===== config.mk =====
export PLATFORM = sky130hd
export DESIGN_NAME = rgb_to_hsv_converter
export DESIGN_NICKNAME = d
export VERILOG_FILES = /design/src/rtl/core/hsv_pkg.sv /design/src/rtl/core/hsv_prep.sv /design/src/rtl/core/hsv_div.sv /design/src/rtl/core/hsv_fix.sv /design/src/rtl/core/rgb_to_hsv_converter.sv
export SDC_FILE = /design/constraint.sdc
export NUM_CORES = 1
export LEC_CHECK = 0
export BUFFER_PORTS_ARGS = -buffer_cell sky130_fd_sc_hd__buf_2
export CAP_MARGIN = 20
export CORE_UTILIZATION = 60
export DETAILED_ROUTE_END_ITERATION = 16
export PLACE_DENSITY = 0.87
export SYNTH_ARGS = -nofsm -noshare
export SYNTH_HDL_FRONTEND = slang
export SYNTH_SLANG_ARGS = --single-unit

===== constraint.sdc =====
create_clock -name clock -period 25.2 [get_ports clock]
set_clock_uncertainty 0.05 [all_clocks]
set_input_delay 2.52 -clock clock [delete_from_list [all_inputs] [get_ports clock]]
set_output_delay 2.52 -clock clock [all_outputs]
set_load 0.03 [all_outputs]

===== src/rtl/core/hsv_pkg.sv =====
// ----------------------------------------------------------------------------
// hsv_pkg: shared types and constants for the RGB to HSV converter
// Channel widths, fixed-point scales, sector codes and the value lookup table.
// ----------------------------------------------------------------------------
package hsv_pkg;

   localparam int CH_W   = 8;            // one color channel
   localparam int QUO_W  = 13;           // quotient bits out of the divider
   localparam int NUM_W  = CH_W + QUO_W; // dividend width
   localparam int HUE_W  = 15;
   localparam int PCT_W  = 13;

   localparam int HUE_SCALE  = 3840;     // 60 degrees * 64
   localparam int HUE_WRAP   = 23040;    // 360 degrees * 64
   localparam int PCT_SCALE  = 6400;     // 100 percent * 64
   localparam int FULL_SCALE = 255;

   // divider: quotient bits resolved per pipeline stage
   localparam int DIV_STEP   = 4;
   localparam int DIV_STAGES = (QUO_W + DIV_STEP - 1) / DIV_STEP;
   // prep (2) + divider + output register
   localparam int PIPE_STAGES = 2 + DIV_STAGES + 1;

   typedef enum logic [1:0] {
      SECT_RED,
      SECT_GREEN,
      SECT_BLUE
   } sector_type;

   // fields that ride alongside the saturation divider
   typedef struct packed {
      sector_type        sector;
      logic              grey;
      logic [PCT_W-1:0]  value;
      logic [CH_W-1:0]   alpha;
   } hsv_side_type;

   typedef logic [PCT_W-1:0] val_tab_type [256];

   function automatic val_tab_type val_tab_build();
      val_tab_type tab;
      for (int i = 0; i < 256; i++) begin
         tab[i] = PCT_W'((i * PCT_SCALE) / FULL_SCALE);
      end
      return tab;
   endfunction

   // value = max * 6400 / 255, indexed by the max channel
   localparam val_tab_type VAL_TAB = val_tab_build();

endpackage


===== src/rtl/core/hsv_prep.sv =====
// ----------------------------------------------------------------------------
// hsv_prep: front two pipeline stages
// Stage 1 finds max, min, span and hue sector; stage 2 forms the dividends
// and looks up value.
// ----------------------------------------------------------------------------
module hsv_prep import hsv_pkg::*; (
   input  logic              clock,
   input  logic [1:0]        en,
   input  logic [CH_W-1:0]   red,
   input  logic [CH_W-1:0]   green,
   input  logic [CH_W-1:0]   blue,
   input  logic [CH_W-1:0]   alpha,
   output logic [NUM_W-1:0]  hue_num,
   output logic [CH_W-1:0]   hue_den,
   output logic              hue_neg,
   output logic [NUM_W-1:0]  sat_num,
   output logic [CH_W-1:0]   sat_den,
   output hsv_side_type      side
);

   // stage 1
   logic [CH_W-1:0]  mx_ff, mx_in;
   logic [CH_W-1:0]  d_ff, d_in;
   logic [CH_W-1:0]  mag_ff, mag_in;
   logic             neg_ff, neg_in;
   sector_type       sector_ff, sector_in;
   logic [CH_W-1:0]  alpha_ff;

   // stage 2
   logic [NUM_W-1:0] hue_num_ff, hue_num_in;
   logic [NUM_W-1:0] sat_num_ff, sat_num_in;
   logic [CH_W-1:0]  hue_den_ff;
   logic [CH_W-1:0]  sat_den_ff;
   logic             hue_neg_ff;
   hsv_side_type     side_ff, side_in;

   logic [CH_W-1:0]  mn;
   logic signed [CH_W:0] num;

   always_comb begin
      mx_in = (red > green) ? red : green;
      if (blue > mx_in) begin
         mx_in = blue;
      end
      mn = (red < green) ? red : green;
      if (blue < mn) begin
         mn = blue;
      end
      d_in = mx_in - mn;

      // blue wins ties over green, green over red
      if (mx_in == blue) begin
         sector_in = SECT_BLUE;
         num       = $signed({1'b0, red}) - $signed({1'b0, green});
      end else if (mx_in == green) begin
         sector_in = SECT_GREEN;
         num       = $signed({1'b0, blue}) - $signed({1'b0, red});
      end else begin
         sector_in = SECT_RED;
         num       = $signed({1'b0, green}) - $signed({1'b0, blue});
      end
      neg_in = num[CH_W];
      mag_in = neg_in ? CH_W'(-num) : num[CH_W-1:0];
   end

   always_comb begin
      hue_num_in   = NUM_W'(mag_ff) * NUM_W'(HUE_SCALE);
      sat_num_in   = NUM_W'(d_ff) * NUM_W'(PCT_SCALE);
      side_in.sector = sector_ff;
      side_in.grey   = (d_ff == '0);
      side_in.value  = VAL_TAB[mx_ff];
      side_in.alpha  = alpha_ff;
   end

   always_ff @(posedge clock) begin
      if (en[0]) begin
         mx_ff     <= mx_in;
         d_ff      <= d_in;
         mag_ff    <= mag_in;
         neg_ff    <= neg_in;
         sector_ff <= sector_in;
         alpha_ff  <= alpha;
      end
      if (en[1]) begin
         hue_num_ff <= hue_num_in;
         sat_num_ff <= sat_num_in;
         hue_den_ff <= d_ff;
         sat_den_ff <= mx_ff;
         hue_neg_ff <= neg_ff;
         side_ff    <= side_in;
      end
   end

   assign hue_num = hue_num_ff;
   assign hue_den = hue_den_ff;
   assign hue_neg = hue_neg_ff;
   assign sat_num = sat_num_ff;
   assign sat_den = sat_den_ff;
   assign side    = side_ff;

endmodule


===== src/rtl/core/hsv_div.sv =====
// ----------------------------------------------------------------------------
// hsv_div: pipelined restoring divider
// Resolves STEP quotient bits per stage; the quotient must fit in Q_W bits.
// ----------------------------------------------------------------------------
module hsv_div #(
   parameter  int DEN_W  = 8,
   parameter  int Q_W    = 13,
   parameter  int STEP   = 4,
   parameter  int SIDE_W = 1,
   localparam int NUM_W  = DEN_W + Q_W,
   localparam int NST    = (Q_W + STEP - 1) / STEP
) (
   input  logic              clock,
   input  logic [NST-1:0]    en,
   input  logic [NUM_W-1:0]  num,
   input  logic [DEN_W-1:0]  den,
   input  logic [SIDE_W-1:0] side_i,
   output logic [Q_W-1:0]    quo,
   output logic [DEN_W-1:0]  rem,
   output logic [SIDE_W-1:0] side_o
);

   logic [DEN_W-1:0]  rem_ff  [NST];
   logic [DEN_W-1:0]  rem_in  [NST];
   logic [Q_W-1:0]    quo_ff  [NST];
   logic [Q_W-1:0]    quo_in  [NST];
   logic [Q_W-1:0]    low_ff  [NST];
   logic [Q_W-1:0]    low_in  [NST];
   logic [DEN_W-1:0]  den_ff  [NST];
   logic [SIDE_W-1:0] side_ff [NST];

   // stage inputs
   logic [DEN_W-1:0]  src_rem  [NST];
   logic [Q_W-1:0]    src_quo  [NST];
   logic [Q_W-1:0]    src_low  [NST];
   logic [DEN_W-1:0]  src_den  [NST];
   logic [SIDE_W-1:0] src_side [NST];

   for (genvar k = 0; k < NST; k++) begin : g_stage
      if (k == 0) begin : g_first
         assign src_rem[k]  = num[NUM_W-1:Q_W];
         assign src_low[k]  = num[Q_W-1:0];
         assign src_quo[k]  = '0;
         assign src_den[k]  = den;
         assign src_side[k] = side_i;
      end else begin : g_next
         assign src_rem[k]  = rem_ff[k-1];
         assign src_low[k]  = low_ff[k-1];
         assign src_quo[k]  = quo_ff[k-1];
         assign src_den[k]  = den_ff[k-1];
         assign src_side[k] = side_ff[k-1];
      end

      always_comb begin
         logic [DEN_W-1:0] r;
         logic [Q_W-1:0]   q;
         logic [Q_W-1:0]   lo;
         logic [DEN_W:0]   tr;
         r  = src_rem[k];
         q  = src_quo[k];
         lo = src_low[k];
         tr = '0;
         for (int s = 0; s < STEP; s++) begin
            if (k * STEP + s < Q_W) begin
               tr = {r, lo[Q_W-1]};
               lo = lo << 1;
               if (tr >= {1'b0, src_den[k]}) begin
                  r = DEN_W'(tr - {1'b0, src_den[k]});
                  q = {q[Q_W-2:0], 1'b1};
               end else begin
                  r = tr[DEN_W-1:0];
                  q = {q[Q_W-2:0], 1'b0};
               end
            end
         end
         rem_in[k] = r;
         quo_in[k] = q;
         low_in[k] = lo;
      end

      always_ff @(posedge clock) begin
         if (en[k]) begin
            rem_ff[k]  <= rem_in[k];
            quo_ff[k]  <= quo_in[k];
            low_ff[k]  <= low_in[k];
            den_ff[k]  <= src_den[k];
            side_ff[k] <= src_side[k];
         end
      end
   end

   assign quo    = quo_ff[NST-1];
   assign rem    = rem_ff[NST-1];
   assign side_o = side_ff[NST-1];

endmodule


===== src/rtl/core/hsv_fix.sv =====
// ----------------------------------------------------------------------------
// hsv_fix: output stage
// Adds the sector offset to the hue quotient, applies truncation toward
// zero and the 360 degree wrap, and clears hue/saturation for grey pixels.
// ----------------------------------------------------------------------------
module hsv_fix import hsv_pkg::*; (
   input  logic              clock,
   input  logic              en,
   input  logic [QUO_W-1:0]  hue_quo,
   input  logic [CH_W-1:0]   hue_rem,
   input  logic              hue_neg,
   input  logic [QUO_W-1:0]  sat_quo,
   input  hsv_side_type      side,
   output logic [HUE_W-1:0]  hue_q,
   output logic [PCT_W-1:0]  saturation_q,
   output logic [PCT_W-1:0]  value_q,
   output logic [CH_W-1:0]   alpha_out
);

   logic [HUE_W-1:0] hue_ff, hue_in;
   logic [PCT_W-1:0] sat_ff, sat_in;
   logic [PCT_W-1:0] val_ff;
   logic [CH_W-1:0]  alpha_ff;

   logic [HUE_W-1:0] base;
   logic [HUE_W-1:0] qe;

   always_comb begin
      case (side.sector)
         SECT_GREEN: base = HUE_W'(2 * HUE_SCALE);
         SECT_BLUE:  base = HUE_W'(4 * HUE_SCALE);
         default:    base = '0;
      endcase
      qe = HUE_W'(hue_quo);

      if (side.grey) begin
         hue_in = '0;
      end else if (!hue_neg) begin
         hue_in = base + qe;
      end else if (side.sector == SECT_RED) begin
         // small negative quotient truncates to zero, no wrap
         hue_in = (hue_quo == '0) ? '0 : HUE_W'(HUE_WRAP) - qe;
      end else begin
         // positive total: floor of a negative part rounds away
         hue_in = base - qe - HUE_W'(hue_rem != '0);
      end

      sat_in = side.grey ? '0 : sat_quo;
   end

   always_ff @(posedge clock) begin
      if (en) begin
         hue_ff   <= hue_in;
         sat_ff   <= sat_in;
         val_ff   <= side.value;
         alpha_ff <= side.alpha;
      end
   end

   assign hue_q        = hue_ff;
   assign saturation_q = sat_ff;
   assign value_q      = val_ff;
   assign alpha_out    = alpha_ff;

endmodule


===== src/rtl/core/rgb_to_hsv_converter.sv =====
// ----------------------------------------------------------------------------
// rgb_to_hsv_converter: RGBA to HSV plus alpha, fixed point, one pixel/clock unless stalled
// Streams 8-bit RGBA pixels in and hue/saturation/value/alpha responses out.
// ----------------------------------------------------------------------------
// Usage notes:
//  - req_* carries one pixel per request; rsp_* carries one converted pixel
//    per request, in order, one result for every accepted pixel.
//  - Hue is in 1/64 degree (0..23039); saturation and value are percent
//    times 64 (0..6400). Alpha is copied through.
//  - Seven register stages: two prep stages (max/min/sector, then dividend
//    forming and value lookup), four divider stages resolving 4, 4, 4 and 1
//    quotient bits, and one output stage.
//  - Throughput is one pixel per clock while rsp_tready does not stall the
//    output; the hue and saturation dividers are fully pipelined and run side by side.
//  - Every stage has its own valid bit and advances when it is empty or the
//    stage after it advances, so bubbles are squeezed out and req_tready
//    stays high while any stage is free, even when rsp_tready is low.
//  - A stall on rsp_tready holds the occupied stages from the output back to
//    the first empty stage; nothing is dropped or repeated.
//  - Reset clears all valid bits and holds req_tready low; the block is
//    ready as soon as reset is low.
// ----------------------------------------------------------------------------
module rgb_to_hsv_converter import hsv_pkg::*; (
   input  logic        clock,
   input  logic        reset,
   input  logic        req_tvalid,
   output logic        req_tready,
   input  logic [31:0] req_tdata,   // red[7:0], green[15:8], blue[23:16], alpha[31:24]
   output logic        rsp_tvalid,
   input  logic        rsp_tready,
   output logic [55:0] rsp_tdata    // hue_q[14:0], saturation_q[27:15], value_q[40:28],
                                    // alpha_out[48:41], zero fill[55:49]
);

   localparam int PAD_W = 56 - HUE_W - 2 * PCT_W - CH_W;

   // per-stage occupancy and advance enables
   logic [PIPE_STAGES-1:0] valid_ff, valid_in;
   logic [PIPE_STAGES-1:0] en;

   always_comb begin
      en[PIPE_STAGES-1] = !valid_ff[PIPE_STAGES-1] || rsp_tready;
      for (int i = PIPE_STAGES - 2; i >= 0; i--) begin
         en[i] = !valid_ff[i] || en[i+1];
      end
   end

   always_comb begin
      valid_in = valid_ff;
      if (en[0]) begin
         valid_in[0] = req_tvalid;
      end
      for (int i = 1; i < PIPE_STAGES; i++) begin
         if (en[i]) begin
            valid_in[i] = valid_ff[i-1];
         end
      end
   end

   always_ff @(posedge clock) begin
      if (reset) begin
         valid_ff <= '0;
      end else begin
         valid_ff <= valid_in;
      end
   end

   // no request is taken while reset is high
   assign req_tready = en[0] && !reset;
   assign rsp_tvalid = valid_ff[PIPE_STAGES-1];

   // prep stages
   logic [NUM_W-1:0] hue_num, sat_num;
   logic [CH_W-1:0]  hue_den, sat_den;
   logic             hue_neg;
   hsv_side_type     side_prep;

   hsv_prep u_prep (
      .clock   (clock),
      .en      (en[1:0]),
      .red     (req_tdata[7:0]),
      .green   (req_tdata[15:8]),
      .blue    (req_tdata[23:16]),
      .alpha   (req_tdata[31:24]),
      .hue_num (hue_num),
      .hue_den (hue_den),
      .hue_neg (hue_neg),
      .sat_num (sat_num),
      .sat_den (sat_den),
      .side    (side_prep)
   );

   // hue divider: |n| * 3840 / span, sign bit rides along
   logic [QUO_W-1:0] hue_quo;
   logic [CH_W-1:0]  hue_rem;
   logic             hue_neg_div;

   hsv_div #(
      .DEN_W  (CH_W),
      .Q_W    (QUO_W),
      .STEP   (DIV_STEP),
      .SIDE_W (1)
   ) u_hue_div (
      .clock  (clock),
      .en     (en[DIV_STAGES+1:2]),
      .num    (hue_num),
      .den    (hue_den),
      .side_i (hue_neg),
      .quo    (hue_quo),
      .rem    (hue_rem),
      .side_o (hue_neg_div)
   );

   // saturation divider: span * 6400 / max, pixel fields ride along
   logic [QUO_W-1:0] sat_quo;
   logic [CH_W-1:0]  sat_rem;
   hsv_side_type     side_div;

   hsv_div #(
      .DEN_W  (CH_W),
      .Q_W    (QUO_W),
      .STEP   (DIV_STEP),
      .SIDE_W ($bits(hsv_side_type))
   ) u_sat_div (
      .clock  (clock),
      .en     (en[DIV_STAGES+1:2]),
      .num    (sat_num),
      .den    (sat_den),
      .side_i (side_prep),
      .quo    (sat_quo),
      .rem    (sat_rem),
      .side_o (side_div)
   );

   // output stage
   logic [HUE_W-1:0] hue_q;
   logic [PCT_W-1:0] saturation_q;
   logic [PCT_W-1:0] value_q;
   logic [CH_W-1:0]  alpha_out;

   hsv_fix u_fix (
      .clock        (clock),
      .en           (en[PIPE_STAGES-1]),
      .hue_quo      (hue_quo),
      .hue_rem      (hue_rem),
      .hue_neg      (hue_neg_div),
      .sat_quo      (sat_quo),
      .side         (side_div),
      .hue_q        (hue_q),
      .saturation_q (saturation_q),
      .value_q      (value_q),
      .alpha_out    (alpha_out)
   );

   assign rsp_tdata = {PAD_W'(0), alpha_out, value_q, saturation_q, hue_q};

   // ------------------------------------------------------------------------
   // assertions
   // ------------------------------------------------------------------------

   // hue always wrapped below 360 degrees
   a_hue_range: assert property (@(posedge clock) disable iff (reset)
      rsp_tvalid |-> (hue_q < HUE_W'(HUE_WRAP)))
      else $error("hue out of range");

   // saturation and value never exceed 100 percent
   a_pct_range: assert property (@(posedge clock) disable iff (reset)
      rsp_tvalid |-> (saturation_q <= PCT_W'(PCT_SCALE) && value_q <= PCT_W'(PCT_SCALE)))
      else $error("saturation or value above full scale");

   // zero saturation only for grey pixels, which carry zero hue
   a_grey_hue: assert property (@(posedge clock) disable iff (reset)
      (rsp_tvalid && saturation_q == '0) |-> (hue_q == '0))
      else $error("grey pixel with nonzero hue");

   // black pixel must be grey
   a_black_sat: assert property (@(posedge clock) disable iff (reset)
      (rsp_tvalid && value_q == '0) |-> (saturation_q == '0))
      else $error("black pixel with nonzero saturation");

   // an accepted request occupies the first stage
   a_accept_fill: assert property (@(posedge clock) disable iff (reset)
      (req_tvalid && req_tready) |=> valid_ff[0])
      else $error("accepted request lost at first stage");

   // a held result keeps the pipeline tail occupied and its data stable
   a_stall_hold: assert property (@(posedge clock) disable iff (reset)
      (rsp_tvalid && !rsp_tready) |=> (rsp_tvalid && $stable(rsp_tdata)))
      else $error("stalled result changed");

endmodule


==> After elaboration in Yosys (flattened, before gate mapping) <==
Memories as Yosys holds them, arrays and structs flattened. A register that Yosys moved wholly into a read port is not among the register bits.
Cells that the tools add are included.
{ "word_totals": {"reg_bits": 131, "ram_bits": 428, "mem_bits_ro": 3328, "input_bits": 36, "output_inout_bits": 58, "word_cells": 199, "n_memories": 11} }
{ "mem_list": {"columns": ["name", "depth", "width", "read_ports", "rd_ports_with_merged_regs", "write_ports", "line_no", "source"], "rows": [
  ["(name not given)", 256, 13, 1, 1, 0, "hsv_prep.sv:71", "side_in.value = VAL_TAB[mx_ff];"],
  ["u_sat_div.side_ff", 4, 24, 4, 0, 4, "hsv_div.sv:30", "logic [SIDE_W-1:0] side_ff [NST];"],
  ["u_hue_div.quo_ff", 4, 13, 4, 0, 4, "hsv_div.sv:25", "logic [Q_W-1:0] quo_ff [NST];"],
  ["u_sat_div.quo_ff", 4, 13, 4, 1, 4, "hsv_div.sv:25", null],
  ["u_hue_div.low_ff", 4, 12, 3, 0, 4, "hsv_div.sv:27", "logic [Q_W-1:0] low_ff [NST];"],
  ["u_sat_div.low_ff", 4, 12, 3, 0, 4, "hsv_div.sv:27", null],
  ["+5 memories", null, null, null, null, null, null, null]
]} }
{ "op_classes": {"n_addsub": 35, "n_mul": 2, "order_cmp": 30, "eq_ne": 4, "muxes": 72, "bitwise": 1, "n_reduce_logical": 20} }
{ "op_table": {"columns": ["cell", "n"], "rows": [
  ["8-bit 2-to-1 mux", 31],
  ["9-bit by 8-bit greater-or-equal comparator with 1-bit output", 25],
  ["8-bit subtractor", 27],
  ["15-bit 2-to-1 mux", 3],
  ["1-bit 2-to-1 mux", 35],
  ["14-bit one-hot mux with 2 select lines", 1],
  ["8-bit by 8-bit subtractor with 9-bit output", 3],
  ["9-bit 2-to-1 mux", 2],
  ["8-bit equality test", 2],
  ["8-bit greater-than comparator", 2],
  ["8-bit < comparator", 2],
  ["14-bit by 13-bit adder with 15-bit output", 1],
  ["14-bit by 13-bit subtractor with 15-bit output", 1],
  ["15-bit by 1-bit subtractor with 15-bit output", 1],
  ["15-bit by 13-bit subtractor with 15-bit output (first input constant)", 1],
  ["13-bit logical NOT", 1],
  ["8-bit by 5-bit multiplier with 13-bit output (second input constant)", 1],
  ["8-bit by 4-bit multiplier with 12-bit output (second input constant)", 1],
  ["8-bit NOT with 9-bit output", 1],
  ["8-bit greater-or-equal comparator", 1],
  ["1-bit logical NOT", 8],
  ["8-bit logical NOT", 1],
  ["8-bit negator", 1],
  ["8-bit nonzero test", 1],
  ["5 further kinds", 11]
]} }

==> Depth between registers and ports, before layout <==
{ "logic_depth": {"depth_word": 9, "ltp_mapped": 48, "mapped_depth_nobuf": 46} }

==> Cells and area by module <==
A second synthesis with hierarchy kept.
{ "unflattened": {"hier_cells": 3400, "hier_area_um2": 34931.0} }
{ "by_module_without_submodules": {"columns": ["module", "n_inst", "cells_per_inst", "area_each_um2", "seq_area_each_um2"], "rows": [
  ["hsv_div at u_sat_div", 1, 940, 11722.5, 6125.9],
  ["hsv_prep", 1, 1284, 10772.8, 2942.8],
  ["hsv_div at u_hue_div", 1, 843, 8923.6, 3363.2],
  ["hsv_fix", 1, 292, 3178.0, 1471.4],
  ["rgb_to_hsv_converter", 1, 41, 334.1, 140.1]
]} }

==> Least setup slack after synthesis <==
OpenSTA, ideal clock, no wires.
{ "synth_path": {"path_kind": "register -> register", "startpoint": "register u_prep.hue_den_ff[1] (netlist: u_prep.hue_den[1])", "endpoint": "memory u_hue_div.rem_ff[0][1] (data pin)", "setup_ns": 0.260, "t_arrival_ns": 9.349, "required_ns": 24.890, "slack_ns": 15.542, "path_stages_with_launch": 46, "path_buffers": 2, "period_less_slack_ns": 9.658, "path_cell_list": "edfxtp_1 -> inv_1 -> fa_1 -> a21o_1 -> a211oi_1 -> o21bai_1 -> a21oi_1 -> o21ai_0 -> clkbuf_1 -> o21ai_0 -> inv_1 -> ha_1 -> nor2b_1 -> o21ai_0 -> a21oi_1 -> o21ai_0 -> a21oi_1 -> o211ai_1 -> [10 not listed] -> a21boi_0 -> o21ai_0 -> nand2b_1 -> o21a_1 -> a211oi_2 -> mux2i_1 -> ha_1 -> nor2b_1 -> o21ai_0 -> a21boi_0 -> o21ai_0 -> a21boi_0 -> o21ai_0 -> o211ai_1 -> a21oi_1 -> nand3_1 -> mux2i_1 -> mux2_2"} }
{ "synth_lines": {"columns": ["element", "line_no", "source"], "rows": [
  ["start: declaration", "hsv_prep.sv:32", "logic [CH_W-1:0] hue_den_ff;"],
  ["start signal: assignment", "hsv_prep.sv:87", "hue_den_ff <= d_ff;"],
  ["end: declaration", "hsv_div.sv:23", "logic [DEN_W-1:0] rem_ff [NST];"]
]} }

==> metrics <==
Antenna Nets Post-Route 0; Hold Crit Depth 0; sequential-to-total area share from yosys stat 0.408; clk_lat worst skew 580 ps; total track usage 0.277; crit-path max FO 13; Hold-fix buffers, CTS 0; Final Critical Period 12040 ps; grt ovf 0; synth cell count leaders edfxtp_1 (426), ha_1 (336), inv_1 (294); initial antenna violation count 0; Synth area leader edfxtp_1; Synth Flop Type edfxtp_1; worst min-delay path endpoint u_sat_div.quo_ff[1][4]; # Post-CTS Setup Buffers 0; Clock Pin Slew Worst Setup and Hold Paths 70 ps; dpl hpwl 53.2 mm; Vias 24500; Crit path top cell by count o21ai_0; # diodes 0; CP Class reg2reg; Num CTS Buffers 45; r2r setup slk 13160 ps; HP Class reg2reg; number of synthesized register bits 433; first-pass GRT wire length 120 mm; largest family of logic cells by synthesized area compound AO/OA/AOI/OAI gates; row cnt 83; Max stage delay on crit path 840 ps; # IOs 94; Sinks on Clock Net 433; area grow syn2layout 7.94%; mux share of post-synthesis cell area 0.0570; adder-cell area share of the yosys netlist 0.156; Compound-Gate Fraction of Synth Area 0.163; Clock Tree Root clkbuf_16; CTS tree yes; Post-Syn Area 31700 um2; syn avg cell area 10.0 um2; synthesized instance count 3153; Synthesis Warnings 0; drt first-iter violations 2719; RSZ-0062 raised after global routing false; Post-Synth Simple-Gate Area 0.119; R2R Path End u_hue_div.rem_ff[0][7]; reg-to-reg startpoint u_prep.hue_den[1]; Initial Util 0.612; # DRC 0; number of synthesized flops with an enable pin 426; Yosys top cell area share 0.404; synth top area cells edfxtp_1 (40%), ha_1 (13%), mux2_2 (3.8%); Arr. time, crit path 12320 ps; Final period util 0.478; fill count 3702; MaxCap Viol Count 0; Die W 232 um; drt via density 6.25; worst reg2reg path depth 44; Hold Vio Cnt, Final 0; vias in the first global route 24100; status finished, final reports clean; CP required 25490 ps; share of cells above drive strength 1 0.106; crit path launch type flip-flop; drt total wl 74.4 mm; Slew @ Worst Pin 1050 ps; First-pass DRT Iterations 6; post-synth cell types 90; fin nets 3618; CORE AREA 51700 um2; clock buffer depth 3; Synth Area in XOR/XNOR 0.0465; port bufs 86; die height 232 um; Worst Hold Launch u_sat_div.quo_ff[0][0]; gpl congestion 0.947; CP Capture Type flip-flop; most numerous cell in the Yosys netlist edfxtp_1; post-DR wirelength/cell 19.0 um; slew margin rel. 0.278; Fmax 83.1 MHz; largest net degree at the start of global routing 89; Post-CTS Resized 0; Fin Setup TNS 0 ps; Final Setup Violations 0; H-tree depth 2; Worst path slowest cell mux2i_1; Post-synth ARST share 0; max-slew violation count 0; Die Area 53700 um2
-- cell type report --
cell class	instances	area, um2	share of cell area
clock inverters	29	284	0.00831
clock buffers	54	1200	0.0351
flip-flops and latches	433	12900	0.378
repair buffers	107	588	0.0172
inverters	303	1140	0.0333
well taps	680	851	0.0249
multi-input cells	2319	17200	0.503
-- through the flow --
stage          utilization  hold slack [ps]  std cells  instance area, um2  setup WS (ps)
4_1_cts              0.661              358       3925               34200          13260
6_report             0.661              363       3925               34200          13160
2_1_floorplan            -              350       3159               31700          15540
5_1_grt              0.661              368       3925               34200          12340
3_5_place_dp         0.632              355       3842               32700          13890
3_3_place_gp         0.632              350       3842               32700          14710
-- critical path, delay by kind of cell (launching register included) --
kind	cells	cell delay (ps)
adder cells (fa/ha/maj)	4	1460
AND/OR/NAND/NOR	7	1200
flip-flops	1	460
AO/OA/AOI/OAI	26	6200
multiplexers	3	1760
buffers and inverters	4	640
-- how the worst max path moves through the flow --
stage	startpoint	end	slack, ps
floorplan	u_prep.hue_den[1]	u_hue_div.rem_ff[0][1]	15540
global placement	u_prep.sat_den[1]	u_sat_div.rem_ff[0][1]	14710
detailed placement	u_prep.hue_den[1]	u_hue_div.rem_ff[0][3]	13890
CTS	u_prep.hue_den[1]	u_hue_div.rem_ff[0][7]	13260
global route	u_prep.hue_den[1]	u_hue_div.rem_ff[0][2]	12340
finish	u_prep.hue_den[1]	u_hue_div.rem_ff[0][7]	13160
-- routing by layer --
metal | global-route usage | vias up | wire length (um)
li1 | - | 11600 | -
met1 | 0.345 | 11500 | 29300
met2 | 0.474 | 1244 | 36300
met3 | 0.0390 | 267 | 5510
met4 | 0.130 | 0 | 3220
met5 | 0 | - | 0
-- state kept, by name (all words and copies together) (netlist names), 8 cells and up --
name	flops
u_hue_div.quo_ff	37
u_prep.mag_ff	8
u_prep.side	24
u_fix.alpha_out	8
u_sat_div.rem_ff	24
u_sat_div.quo_ff	37
u_prep.sat_num	10
u_sat_div.den_ff	24
u_hue_div.den_ff	24
u_prep.mx_ff	8
u_prep.d_ff	8
u_fix.hue_q	15
u_hue_div.rem_ff	32
u_fix.value_q	13
u_prep.alpha_ff	8
u_sat_div.side_ff	96
u_prep.hue_num	12
u_fix.saturation_q	13
u_prep.hue_den	8
u_prep.sat_den	8
-- cell usage in the layout, fill, tap and decap left out, types with 29 or more instances in the layout --
master	synthesis	final
nand3_1	51	50
a21oi_1	238	238
ha_1	336	336
o21a_1	33	33
inv_1	294	291
buf_2	8	86
nand2_1	211	209
clkbuf_16	0	46
a21o_1	42	42
o21ai_0	225	225
fa_1	37	37
mux2_2	108	108
xor2_1	55	55
o21bai_1	31	31
nor3_1	60	60
nor2_1	259	259
a31oi_1	29	29
nor2b_1	69	69
a21boi_0	38	38
xnor2_1	113	113
edfxtp_1	426	426
-- kinds of logic (layout without fill, tap and decap cells) --
family          count (synthesis)  count (layout)
fa+ha+maj                     373             373
other cells                     1               7
flops                         433             433
mux                           149             149
simple gates                  802             802
buf+inv                       407             493
xor+xnor                      168             168
compound gates                820             820
Power is left out: the tool's default activity adds up to more than one toggle a clock period on the data nets, which glitch-free logic cannot reach.
